File: src/design/mtks_pkg.sv
// Shared types, character codes and lexer step functions for the markdown token streamer.
package mtks_pkg;

  localparam int NSLOT = 4;
  localparam int SAW = $clog2(NSLOT);
  localparam int SCW = $clog2(NSLOT + 1);
  localparam int QDEPTH = 4;
  localparam int QAW = $clog2(QDEPTH);
  localparam int QCW = QAW + 1;

  localparam logic [7:0] CH_HASH   = 8'h23;
  localparam logic [7:0] CH_STAR   = 8'h2A;
  localparam logic [7:0] CH_UNDER  = 8'h5F;
  localparam logic [7:0] CH_LBRACK = 8'h5B;
  localparam logic [7:0] CH_RBRACK = 8'h5D;
  localparam logic [7:0] CH_BANG   = 8'h21;
  localparam logic [7:0] CH_TICK   = 8'h60;
  localparam logic [7:0] CH_LPAREN = 8'h28;
  localparam logic [7:0] CH_RPAREN = 8'h29;
  localparam logic [7:0] CH_LF     = 8'h0A;
  localparam logic [7:0] CH_CR     = 8'h0D;
  localparam logic [7:0] CH_SPACE  = 8'h20;
  localparam logic [7:0] CH_TAB    = 8'h09;
  localparam logic [7:0] CH_VT     = 8'h0B;
  localparam logic [7:0] CH_FF     = 8'h0C;

  typedef enum logic [3:0] {
    TK_TEXT    = 4'd0,
    TK_HEADER  = 4'd1,
    TK_BOLD    = 4'd2,
    TK_ITALIC  = 4'd3,
    TK_LINK    = 4'd4,
    TK_IMAGE   = 4'd5,
    TK_CODE    = 4'd6,
    TK_NEWLINE = 4'd7,
    TK_CRLF    = 4'd8,
    TK_EOF     = 4'd9
  } tok_t;

  typedef enum logic [9:0] {
    M_IDLE    = 10'b0000000001,
    M_HEADER  = 10'b0000000010,
    M_EMPH    = 10'b0000000100,
    M_BANG    = 10'b0000001000,
    M_LBODY   = 10'b0000010000,
    M_AFTERBR = 10'b0000100000,
    M_URL     = 10'b0001000000,
    M_CODE    = 10'b0010000000,
    M_CR      = 10'b0100000000,
    M_TEXT    = 10'b1000000000
  } mode_t;

  typedef struct packed {
    mode_t mode;
    logic  marker;
    logic  image;
  } lex_state_t;

  typedef struct packed {
    logic       kind;
    logic [7:0] data;
    tok_t       tok;
  } res_t;

  typedef struct packed {
    logic [SCW-1:0]        cnt;
    res_t [NSLOT-1:0]      res;
  } bundle_t;

  typedef struct packed {
    lex_state_t st;
    logic       done;
    logic [1:0] n;
    res_t       r0;
    res_t       r1;
  } pass_t;

  localparam lex_state_t LEX_RESET = '{mode: M_IDLE, marker: 1'b0, image: 1'b0};

  function automatic res_t mk_val(input logic [7:0] b);
    res_t r;
    r.kind = 1'b0;
    r.data = b;
    r.tok  = TK_TEXT;
    return r;
  endfunction

  function automatic res_t mk_close(input tok_t t);
    res_t r;
    r.kind = 1'b1;
    r.data = 8'h00;
    r.tok  = t;
    return r;
  endfunction

  function automatic tok_t link_tok(input logic image);
    return image ? TK_IMAGE : TK_LINK;
  endfunction

  // One lexer step on a byte; done low means the byte is handled again.
  function automatic pass_t lex_pass(input lex_state_t s, input logic [7:0] b);
    pass_t      p;
    logic [7:0] m;
    m      = s.marker ? CH_UNDER : CH_STAR;
    p.st   = s;
    p.done = 1'b1;
    p.n    = 2'd0;
    p.r0   = mk_val(8'h00);
    p.r1   = mk_val(8'h00);
    case (s.mode)
      M_HEADER: begin
        p.n = 2'd1;
        if (b == CH_HASH) begin
          p.r0 = mk_val(b);
        end else begin
          p.r0 = mk_close(TK_HEADER);
          p.st.mode = M_IDLE;
          p.st.image = 1'b0;
          p.done = 1'b0;
        end
      end
      M_EMPH: begin
        p.st.mode = M_IDLE;
        p.st.image = 1'b0;
        if (b == m) begin
          p.n = 2'd2;
          p.r0 = mk_val(b);
          p.r1 = mk_close(TK_BOLD);
        end else begin
          p.n = 2'd1;
          p.r0 = mk_close(TK_ITALIC);
          p.done = 1'b0;
        end
      end
      M_BANG: begin
        p.n = 2'd1;
        if (b == CH_LBRACK) begin
          p.r0 = mk_val(b);
          p.st.image = 1'b1;
          p.st.mode = M_LBODY;
        end else begin
          p.r0 = mk_val(CH_BANG);
          p.st.mode = M_TEXT;
          p.done = 1'b0;
        end
      end
      M_LBODY: begin
        p.n = 2'd1;
        p.r0 = mk_val(b);
        if (b == CH_RBRACK) begin
          p.st.mode = M_AFTERBR;
        end
      end
      M_AFTERBR: begin
        p.n = 2'd1;
        if (b == CH_LPAREN) begin
          p.r0 = mk_val(b);
          p.st.mode = M_URL;
        end else begin
          p.r0 = mk_close(link_tok(s.image));
          p.st.mode = M_IDLE;
          p.st.image = 1'b0;
          p.done = 1'b0;
        end
      end
      M_URL: begin
        p.n = 2'd1;
        p.r0 = mk_val(b);
        if (b == CH_RPAREN) begin
          p.n = 2'd2;
          p.r1 = mk_close(link_tok(s.image));
          p.st.mode = M_IDLE;
          p.st.image = 1'b0;
        end
      end
      M_CODE: begin
        p.n = 2'd1;
        if (b == CH_TICK) begin
          p.r0 = mk_close(TK_CODE);
          p.st.mode = M_IDLE;
          p.st.image = 1'b0;
        end else begin
          p.r0 = mk_val(b);
        end
      end
      M_CR: begin
        p.st.mode = M_IDLE;
        p.st.image = 1'b0;
        if (b == CH_LF) begin
          p.n = 2'd2;
          p.r0 = mk_val(b);
          p.r1 = mk_close(TK_CRLF);
        end else begin
          p.n = 2'd1;
          p.r0 = mk_close(TK_TEXT);
          p.done = 1'b0;
        end
      end
      M_TEXT: begin
        p.n = 2'd1;
        if (b inside {CH_LF, CH_CR, CH_STAR, CH_UNDER, CH_LBRACK, CH_TICK}) begin
          p.r0 = mk_close(TK_TEXT);
          p.st.mode = M_IDLE;
          p.st.image = 1'b0;
          p.done = 1'b0;
        end else begin
          p.r0 = mk_val(b);
        end
      end
      default: begin
        p.st.mode = M_IDLE;
        p.st.image = 1'b0;
        case (b) inside
          CH_SPACE, CH_TAB, CH_VT, CH_FF: begin
            p.n = 2'd0;
          end
          CH_HASH: begin
            p.n = 2'd1;
            p.r0 = mk_val(b);
            p.st.mode = M_HEADER;
          end
          CH_STAR, CH_UNDER: begin
            p.n = 2'd1;
            p.r0 = mk_val(b);
            p.st.marker = (b == CH_UNDER);
            p.st.mode = M_EMPH;
          end
          CH_LBRACK: begin
            p.n = 2'd1;
            p.r0 = mk_val(b);
            p.st.mode = M_LBODY;
          end
          CH_BANG: begin
            p.st.mode = M_BANG;
          end
          CH_TICK: begin
            p.st.mode = M_CODE;
          end
          CH_LF: begin
            p.n = 2'd2;
            p.r0 = mk_val(b);
            p.r1 = mk_close(TK_NEWLINE);
          end
          CH_CR: begin
            p.n = 2'd1;
            p.r0 = mk_val(b);
            p.st.mode = M_CR;
          end
          default: begin
            p.n = 2'd1;
            p.r0 = mk_val(b);
            p.st.mode = M_TEXT;
          end
        endcase
      end
    endcase
    return p;
  endfunction

  // Close any open token and append the end-of-file close.
  function automatic bundle_t lex_finish(input lex_state_t s);
    bundle_t  bd;
    res_t     eof;
    eof = mk_close(TK_EOF);
    bd.res = '0;
    bd.cnt = SCW'(2);
    bd.res[1] = eof;
    case (s.mode)
      M_HEADER:           bd.res[0] = mk_close(TK_HEADER);
      M_EMPH:             bd.res[0] = mk_close(TK_ITALIC);
      M_BANG: begin
        bd.cnt = SCW'(3);
        bd.res[0] = mk_val(CH_BANG);
        bd.res[1] = mk_close(TK_TEXT);
        bd.res[2] = eof;
      end
      M_LBODY:            bd.res[0] = mk_close(TK_TEXT);
      M_AFTERBR, M_URL:   bd.res[0] = mk_close(link_tok(s.image));
      M_CODE:             bd.res[0] = mk_close(TK_CODE);
      M_CR, M_TEXT:       bd.res[0] = mk_close(TK_TEXT);
      default: begin
        bd.cnt = SCW'(1);
        bd.res[0] = eof;
        bd.res[1] = mk_val(8'h00);
      end
    endcase
    return bd;
  endfunction

endpackage

File: src/design/mtks_front.sv
// Front end: lexer state and classification of each transaction into a bundle of results.
module mtks_front
  import mtks_pkg::*;
(
  input  logic       clk,
  input  logic       rst,
  input  logic       push,
  input  logic       q_full,
  input  logic       command,
  input  logic [7:0] in_byte,
  output logic       full,
  output logic       wr_en,
  output bundle_t    wr_data
);

  lex_state_t st;
  lex_state_t st_next;
  pass_t      p0;
  pass_t      p1;
  pass_t      p2;
  pass_t      ps [3];
  logic [2:0] act;
  bundle_t    bd;
  logic       accept;

  assign full   = q_full;
  assign accept = push && !q_full;

  always_comb begin
    p0 = lex_pass(st, in_byte);
    p1 = lex_pass(p0.st, in_byte);
    p2 = lex_pass(p1.st, in_byte);
    ps[0] = p0;
    ps[1] = p1;
    ps[2] = p2;
    act = {!p0.done && !p1.done, !p0.done, 1'b1};
    if (command) begin
      bd = lex_finish(st);
      st_next = LEX_RESET;
    end else begin
      bd.cnt = '0;
      bd.res = '0;
      for (int i = 0; i < 3; i++) begin
        if (act[i]) begin
          if (ps[i].n != 2'd0) begin
            bd.res[bd.cnt[SAW-1:0]] = ps[i].r0;
            bd.cnt = bd.cnt + 1'b1;
          end
          if (ps[i].n == 2'd2) begin
            bd.res[bd.cnt[SAW-1:0]] = ps[i].r1;
            bd.cnt = bd.cnt + 1'b1;
          end
        end
      end
      st_next = p0.done ? p0.st : (p1.done ? p1.st : p2.st);
    end
  end

  assign wr_en   = accept && (bd.cnt != '0);
  assign wr_data = bd;

  always_ff @(posedge clk) begin
    if (rst) begin
      st <= LEX_RESET;
    end else if (accept) begin
      st <= st_next;
    end
  end

endmodule

File: src/design/mtks_queue.sv
// Bundle queue between the front end and the result serialiser.
module mtks_queue
  import mtks_pkg::*;
(
  input  logic    clk,
  input  logic    rst,
  input  logic    wr_en,
  input  bundle_t wr_data,
  input  logic    rd_en,
  output bundle_t rd_data,
  output logic    full,
  output logic    empty
);

  localparam logic [QCW-1:0] QFULL = QCW'(QDEPTH);

  bundle_t        mem [QDEPTH];
  logic [QAW-1:0] wr_ptr;
  logic [QAW-1:0] rd_ptr;
  logic [QCW-1:0] count;

  assign full    = (count == QFULL);
  assign empty   = (count == '0);
  assign rd_data = mem[rd_ptr];

  always_ff @(posedge clk) begin
    if (wr_en) begin
      mem[wr_ptr] <= wr_data;
    end
  end

  always_ff @(posedge clk) begin
    if (rst) begin
      wr_ptr <= '0;
      rd_ptr <= '0;
      count  <= '0;
    end else begin
      if (wr_en) begin
        wr_ptr <= wr_ptr + 1'b1;
      end
      if (rd_en) begin
        rd_ptr <= rd_ptr + 1'b1;
      end
      if (wr_en && !rd_en) begin
        count <= count + 1'b1;
      end else if (rd_en && !wr_en) begin
        count <= count - 1'b1;
      end
    end
  end

endmodule

File: src/design/mtks_back.sv
// Back end: serialise each bundle into single results through the output register.
module mtks_back
  import mtks_pkg::*;
(
  input  logic       clk,
  input  logic       rst,
  input  bundle_t    rd_data,
  input  logic       q_empty,
  output logic       rd_en,
  input  logic       pop,
  output logic       empty,
  output logic       item_kind,
  output logic [7:0] out_byte,
  output logic [3:0] token_kind,
  output logic       run_end
);

  logic [SAW-1:0] idx;
  logic           out_valid;
  res_t           out_res;
  logic           out_last;
  logic           last;
  logic           load;

  assign last  = (SCW'(idx) == (rd_data.cnt - SCW'(1)));
  assign load  = !q_empty && (!out_valid || pop);
  assign rd_en = load && last;

  always_ff @(posedge clk) begin
    if (load) begin
      out_res  <= rd_data.res[idx];
      out_last <= last;
    end
  end

  always_ff @(posedge clk) begin
    if (rst) begin
      idx       <= '0;
      out_valid <= 1'b0;
    end else begin
      if (load) begin
        out_valid <= 1'b1;
        idx <= last ? '0 : idx + 1'b1;
      end else if (pop) begin
        out_valid <= 1'b0;
      end
    end
  end

  assign empty      = !out_valid;
  assign item_kind  = out_res.kind;
  assign out_byte   = out_res.data;
  assign token_kind = 4'(out_res.tok);
  assign run_end    = out_last;

endmodule

File: src/design/markdown_token_streamer_core.sv
// Markdown token streamer: one transaction in per cycle while the four-bundle queue has room;
// each transaction yields zero to four results, and the back end delivers one result per cycle
// while pop is held, so a run of transactions with many results fills the queue and raises full.
// The first result of a transaction is written to the queue at the edge that accepts it and is
// then loaded into the output register when the output is free. The end command closes any
// open token and adds an EOF close.
module markdown_token_streamer_core
  import mtks_pkg::*;
(
  input  logic       clk,
  input  logic       rst,
  input  logic       push,
  output logic       full,
  input  logic       command,
  input  logic [7:0] in_byte,
  output logic       empty,
  input  logic       pop,
  output logic       item_kind,
  output logic [7:0] out_byte,
  output logic [3:0] token_kind,
  output logic       run_end
);

  logic    q_full;
  logic    q_empty;
  logic    wr_en;
  logic    rd_en;
  bundle_t wr_data;
  bundle_t rd_data;

  mtks_front u_front (
    .clk     (clk),
    .rst     (rst),
    .push    (push),
    .q_full  (q_full),
    .command (command),
    .in_byte (in_byte),
    .full    (full),
    .wr_en   (wr_en),
    .wr_data (wr_data)
  );

  mtks_queue u_queue (
    .clk     (clk),
    .rst     (rst),
    .wr_en   (wr_en),
    .wr_data (wr_data),
    .rd_en   (rd_en),
    .rd_data (rd_data),
    .full    (q_full),
    .empty   (q_empty)
  );

  mtks_back u_back (
    .clk        (clk),
    .rst        (rst),
    .rd_data    (rd_data),
    .q_empty    (q_empty),
    .rd_en      (rd_en),
    .pop        (pop),
    .empty      (empty),
    .item_kind  (item_kind),
    .out_byte   (out_byte),
    .token_kind (token_kind),
    .run_end    (run_end)
  );

endmodule

File: config.mk
export PLATFORM = sky130hd
export DESIGN_NAME = markdown_token_streamer_core
export DESIGN_NICKNAME = d
export VERILOG_FILES = /design/src/design/mtks_pkg.sv /design/src/design/mtks_front.sv /design/src/design/mtks_queue.sv /design/src/design/mtks_back.sv /design/src/design/markdown_token_streamer_core.sv
export SDC_FILE = /design/constraint.sdc
export NUM_CORES = 1
export LEC_CHECK = 0
export BUFFER_PORTS_ARGS = -buffer_cell sky130_fd_sc_hd__clkbuf_2
export CORE_MARGIN = 2
export CORE_UTILIZATION = 65
export CTS_BUF_LIST = sky130_fd_sc_hd__clkbuf_8
export DETAILED_ROUTE_END_ITERATION = 7
export PLACE_DENSITY = 0.82
export SLEW_MARGIN = 20
export SYNTH_ARGS = -nofsm -noshare
export SYNTH_HDL_FRONTEND = slang
export SYNTH_SLANG_ARGS = --single-unit
File: constraint.sdc
create_clock -name clk -period 13.1 [get_ports clk]
set_input_delay 0.655 -clock clk [delete_from_list [all_inputs] [get_ports clk]]
set_output_delay 0.655 -clock clk [all_outputs]
set_load 0.03 [all_outputs]
==> summary.md, run 1 <==
| Metric | Value |
|---|---|
| Status | `finished clean` |
| #FFs+latches synth | `258` |
| CTS resizes | `0` |
| Leak | `4.64 nW` |
| Max-slew headroom | `0.343` |
| Slew at the pin closest to its max-slew limit | `975 ps` |
| Hold Worst Slack | `415 ps` |
| DRT antenna net count | `0` |
| Post-synth top area share | `0.565` |
| Hold Violations, Final | `0` |
| Post-route clock skew | `28.4 ps` |
| Layout Cells excl Fill | `1186` |
| TritonCTS clock tree | `yes` |
| Num CTS Buffers | `40` |
| Total of max-cap violations | `0` |
| Detailed-route via count | `8118` |
| Critical Path End Type | `flip-flop` |
| Setup_tns | `0 ps` |
| Minimum clock period after layout | `7820 ps` |
| Synth area leader | `edfxtp_1` |
| GRT Overall Usage | `0.308` |
| Gpl congestion | `1.03` |
| Peak Freq | `128 MHz` |
| RSZ-0062 raised after global routing | `false` |
| P&R area growth vs syn | `8.78%` |
| # hold bufs at CTS | `0` |
| Clk slew on worst S/H paths | `60 ps` |
| Nets | `956` |
| Unique masters post-synth | `90` |
| DR WL/cell | `25.5 um` |
| Worst EP arrival | `8270 ps` |
| Sequential element share of the synthesized area | `0.604` |
| Syn avg cell area | `14.2 um^2` |
| Most frequent cells after synthesis | `234 x edfxtp_1, 80 x nor2_1, 68 x mux4_2` |
| Largest cells by area after synthesis | `edfxtp_1 56%, mux4_2 12%, dfxtp_1 3.9%, nor2_1 2.4%, a21oi_1 2.0%` |
| Postcts setup bufs | `0` |
| Worst-Skew Late Latency | `540 ps` |
| Final Core Density | `0.721` |
| Initial DRT Pass Iterations | `6` |
| Share of post-route cells with drive strength above 1 | `0.218` |
| I/O pins | `29` |
| Cell Pwr Density | `163 nW/um^2` |
| Period utilization | `0.597` |
| EDFF count, synth | `234` |
| Final instance area | `13500 um^2` |
| Core area | `18800 um^2` |
| DRC | `0` |
| Initial DRC count | `903` |
| Initial antenna violation count | `0` |
| Largest net degree at the start of global routing | `56` |
| DR vias/cell | `6.84` |
| Post-Synthesis Cells | `877` |
| IO buf count | `28` |
| Most common cell in the netlist | `edfxtp_1` |
| Post-DP HPWL | `20500 um` |
| Max-slew violations | `0` |
| GRT overflow | `0` |
| H-tree depth | `2` |
| Crit-path max FO | `16` |
| Full die area | `20300 um^2` |
| First-pass GRT wire length | `46400 um` |
| Synth Cell Area | `12400 um^2` |
| Clk root buf | `clkbuf_8` |
| Top_reg_cell synth | `edfxtp_1` |
| Yosys warning total | `0` |
| Drt total wl | `30200 um` |
| Diodes inserted | `0` |
| Clock buffer depth | `3` |
| Die W | `142 um` |
| Vias in the first global route | `8021` |
| Setup Crit Path Kind | `reg2reg` |
| Setup violations, final | `0` |
| Hold Path Class | `in2reg` |
| Die H | `142 um` |
| CTS sink cnt | `258` |
| Initial Utilization | `0.663` |
| Maximum vdd drop | `0.000196 V` |
| Std-Cell Rows | `50` |
| Startpoint Class | `flip-flop` |
| Dpl cell area | `12800 um^2` |
| Cell Count Post-Placement | `1116` |
| CP Data Required Time | `13550 ps` |
| Synth async-reset ratio | `0` |
## path summary, 6_finish.rpt
path | from | end | slack (ps) | depth (start not counted)
min | pop | u_back.out_valid | 410 | 4
max | u_front.st[4] | u_queue.count[2] | 5280 | 23
min reg2reg | u_back.out_valid | u_back.out_valid | 480 | 2
max reg2reg | u_front.st[4] | u_queue.count[2] | 5280 | 23
## metal layers
layer / up-vias / global-route usage / wire, um
met5: - / 0 / 0
met4: 0 / 0.124 / 1150
met3: 106 / 0.0585 / 2330
met2: 445 / 0.491 / 14600
met1: 4016 / 0.426 / 12200
li1: 3551 / - / -
## critical path, cell delays in order, from the launching register on
cell and delay [ps]:
dfxtp_1 460, nor4_1 560, o211ai_1 320, o211ai_2 260, or2_1 530, and4_4 380
a21oi_2 140, a211oi_2 580, o21ai_0 300, ha_1 360, and2_1 150, o31ai_1 460
ha_1 370, mux2_1 350, ha_1 250, a21o_1 290, and3_1 250, a41oi_4 320
ha_1 250, inv_1 70, fa_1 440, xor2_1 190, or3_1 310, a21oi_1 130
## logic make-up (layout without fill, tap and decap cells)
| group | after synthesis | in the layout | synth area share |
|---|---|---|---|
| multiplexers | 77 | 77 | 0.131 |
| flip-flops | 258 | 258 | 0.604 |
| other | 1 | 12 | 0.000302 |
| buffers and inverters | 66 | 130 | 0.0221 |
| AO/OA/AOI/OAI | 163 | 163 | 0.0911 |
| adder cells (fa/ha/maj) | 19 | 19 | 0.0197 |
| XOR/XNOR | 14 | 14 | 0.00986 |
| AND/OR/NAND/NOR | 279 | 279 | 0.122 |
## state kept, by name, indices dropped and copies added, names as in the netlist, 2 cells and up, named ones only
name	cells
u_queue.mem	220
u_queue.rd_ptr	2
u_queue.wr_ptr	2
u_back.token_kind	4
u_queue.count	3
u_front.st	12
u_back.out_byte	8
u_back.idx	2
## placed cells by master (no fill, tap or decap), types with 5 or more instances in the layout
| master | netlist | routed |
|---|---|---|
| or2_1 | 5 | 5 |
| nor4_1 | 11 | 11 |
| nand2_1 | 52 | 52 |
| and3_1 | 6 | 6 |
| nand4_1 | 8 | 8 |
| nand3_1 | 13 | 13 |
| nor2b_1 | 8 | 8 |
| nor3_1 | 18 | 18 |
| a32oi_1 | 5 | 5 |
| inv_1 | 20 | 33 |
| conb_1 | 1 | 12 |
| a21o_1 | 7 | 7 |
| ha_1 | 18 | 18 |
| buf_4 | 0 | 11 |
| or2_2 | 7 | 7 |
| nand2b_1 | 13 | 13 |
| nor2_1 | 80 | 80 |
| a21oi_1 | 50 | 49 |
| dfxtp_1 | 24 | 22 |
| xor2_1 | 6 | 6 |
| xnor2_1 | 8 | 8 |
| or3_1 | 8 | 8 |
| mux2i_1 | 5 | 5 |
| mux4_2 | 68 | 68 |
| clkbuf_8 | 0 | 43 |
| o21ai_0 | 33 | 33 |
| o31ai_1 | 5 | 5 |
| clkbuf_2 | 0 | 28 |
| a31oi_1 | 7 | 7 |
| edfxtp_1 | 234 | 234 |
| o21a_1 | 6 | 6 |
| clkinv_1 | 0 | 7 |
| and2_1 | 12 | 8 |
## where the power goes
group | internal (mW) | switching [mW] | leakage, nW
combinational | 0.232 | 0.309 | 1.77
sequential | 1.03 | 0.0375 | 2.46
clock | 0.303 | 0.292 | 0.410
total | 1.56 | 0.638 | 4.64
## area by class of cell
type / count / area [um^2]
Sequential cell: 258 / 7510
Fill cell: 1226 / 5240
Multi-Input combinational cell: 564 / 4700
Clock buffer: 43 / 592
Tap cell: 234 / 293
Timing Repair Buffer: 40 / 234
Clock inverter: 27 / 119
Inverter: 20 / 75.1
## stage by stage
stage	power (mW)	worst slack [ps]
2_1_floorplan	1.48	5930
3_3_place_gp	1.61	5480
3_5_place_dp	1.63	5080
4_1_cts	2.22	5420
5_1_grt	2.30	4740
6_report	2.20	5280
No activity file was read; power rests on OpenSTA's default activity.
==> run 2: changes to the inputs <==
==> constraint.sdc (replaced) <==
create_clock -name clk -period 7.52 [get_ports clk]
set_input_delay 0.376 -clock clk [delete_from_list [all_inputs] [get_ports clk]]
set_output_delay 0.376 -clock clk [all_outputs]
set_load 0.03 [all_outputs]
==> run 2 against run 1 <==
Net effect: clock power increased by 70%; core utilization increased by 0.59 points; flip-flop and latch count unchanged; sequential share of layout area decreased by 0.45 points; cell count increased by 0.84%; design area increased by 0.82%; setup slack got worse by 4700 ps; die area unchanged; register-to-register slack got worse by 4700 ps; critical path type unchanged.
==> summary.md, run 2 (same netlist as run 1, synthesis figures left out) <==
| Metric | Value |
|---|---|
| Status | `finished clean` |
| Worst EP arrival | `7430 ps (-840 ps)` |
| Vias in the first global route | `8202 (+2.3%)` |
| I/O pins | `29 (unchanged)` |
| GRT Overall Usage | `0.325 (+0.0169)` |
| Max-slew violations | `0 (unchanged)` |
| Slew at the pin closest to its max-slew limit | `987 ps (+12.7 ps)` |
| Total of max-cap violations | `0 (unchanged)` |
| Leak | `4.69 nW (+1.3%)` |
| Hold Violations, Final | `0 (unchanged)` |
| IO buf count | `28 (unchanged)` |
| Crit-path cells | `xor2_1 -> o211ai_1 -> o211ai_2 -> or2_1 -> nor4_1 -> o211ai_2 -> a211oi_4 -> o21ai_0 -> ha_1 -> and2_1 -> o31ai_1 -> ha_1 -> mux2_1 -> ha_1 -> a21o_1 -> and3_1 -> a41oi_4 -> ha_1 -> inv_1 -> fa_1 -> xor2_1 -> or3_1 -> a21oi_1` |
| Hold Path Class | `in2reg` |
| Initial Utilization | `0.663 (unchanged)` |
| Drt total wl | `31800 um (+5.4%)` |
| DRT antenna net count | `0 (unchanged)` |
| Largest register FFs | `220 (unchanged)` |
| Most used cell along the critical path | `ha_1` |
| Post-route clock skew | `17.1 ps (-11.3 ps)` |
| Minimum clock period after layout | `6970 ps (-858 ps)` |
| Grt peak-use layer | `met2` |
| Crit-path max FO | `13 (-3)` |
| Core area | `18800 um^2 (unchanged)` |
| RSZ-0062 raised after global routing | `false` |
| Gpl congestion | `1.05 (+1.9%)` |
| Critical Path End Type | `flip-flop` |
| Peak Freq | `144 MHz (+12%)` |
| H-tree depth | `2 (unchanged)` |
| Clock buffer depth | `3 (unchanged)` |
| DRC | `0 (unchanged)` |
| Clk root buf | `clkbuf_8` |
| M3 GR Usage | `0.0683 (+0.00976)` |
| CP bufs+invs | `1 (unchanged)` |
| Initial DRC count | `1061 (+17%)` |
| Cell family with most CP delay | `compound AO/OA/AOI/OAI gates` |
| Worst-Skew Late Latency | `540 ps (about the same)` |
| GRT overflow | `0 (unchanged)` |
| Std-Cell Rows | `50 (unchanged)` |
| Setup Crit Path Kind | `reg2reg` |
| Total Power | `3.83 mW (+74%)` |
| Num CTS Buffers | `39 (-2.5%)` |
| Cell Pwr Density | `281 nW/um^2 (+72%)` |
| Clk slew on worst S/H paths | `60 ps (about the same)` |
| Maximum vdd drop | `0.000289 V (+47%)` |
| Met1 usage | `0.434 (+0.00862)` |
| Biggest register | `u_queue.mem` |
| Post-DP HPWL | `22100 um (+7.8%)` |
| Nets | `966 (+1.0%)` |
| Most frequent cells in the layout | `234 x edfxtp_1, 80 x nor2_1, 68 x mux4_2, 52 x nand2_1, 49 x a21oi_1` |
| TritonCTS clock tree | `yes` |
| Setup violations, final | `0 (unchanged)` |
| Crit-path max cell delay | `640 ps (+60 ps)` |
| CTS sink cnt | `258 (unchanged)` |
| DR WL/cell | `26.6 um (+4.5%)` |
| Share of post-route cells with drive strength above 1 | `0.228 (+0.00916)` |
| P&R area growth vs syn | `9.68%` |
| Period utilization | `0.926 (+0.329)` |
| Initial antenna violation count | `2 (+2)` |
| Die H | `142 um (unchanged)` |
| Initial DRT Pass Iterations | `5 (-1)` |
| Most common cell after layout, fill and taps aside | `edfxtp_1` |
| CP Data Required Time | `7980 ps (-5570 ps)` |
| Largest net degree at the start of global routing | `56 (unchanged)` |
| Hold Worst Slack | `145 ps (-270 ps)` |
| Detailed-route via count | `8237 (+1.5%)` |
| GRT met2 Usage | `0.523 (+0.0318)` |
| # hold bufs at CTS | `0 (unchanged)` |
| DR vias/cell | `6.89 (+0.62%)` |
| Setup_tns | `0 ps (unchanged)` |
| Startpoint Class | `flip-flop` |
| First-pass GRT wire length | `48400 um (+4.3%)` |
| Reg2reg setup slack | `550 ps (-4720 ps)` |
| Slowest cell on the critical path | `dfxtp_1` |
| Full die area | `20300 um^2 (unchanged)` |
| Diodes inserted | `0 (unchanged)` |
| Die W | `142 um (unchanged)` |
| Max-slew headroom | `0.337 (-0.00664)` |
[run 2: worst paths after layout]
path                          from               end  cells past startpoint
setup / recovery     u_front.st[4]  u_queue.count[2]                     23
hold / removal                 pop  u_back.out_valid                      4
setup reg to reg     u_front.st[4]  u_queue.count[2]                     23
hold reg to reg   u_queue.count[2]  u_queue.count[2]                      2
[run 2: timing repair]
| item | in CTS | in global routing |
|---|---|---|
| buffers inserted | 0 | 0 |
| endpoints found under the setup margin | 0 | 1 |
| gates resized for setup | 0 | 2 |
[run 2: where the power goes]
group	internal (mW)	switching, mW
clock	0.490	0.524
combinational	0.413	0.522
sequential	1.79	0.0919
[run 2: final cells by class]
type	count	area [um^2]
sequential	258	7510
clock inverter	30	143
timing repair buffer	51	363
fill	1210	5130
tap	234	293
clock buffer	39	537
multi-input combinational	564	4720
inverter	20	75.1
[run 2: through the flow]
step	std cells	util	cell area [um^2]	setup WS, ps
detailed placement	1127	0.690	12900	432
global route	1196	0.727	13600	102
floorplan	888	-	12500	626
global placement	1127	0.690	12900	644
CTS	1196	0.726	13600	504
finish	1196	0.727	13600	555
[run 2: tightest hold or removal path: stages]
cell and delay [ps]:
clkbuf_2 70, inv_1 50, nand2_1 70, a21oi_1 60
[run 2: metal layers]
metal  up-vias  wire [um]
li1       3570          -
met1      4054      12200
met2       509      15300
met3       102       2870
met4         2       1450
met5         -         17
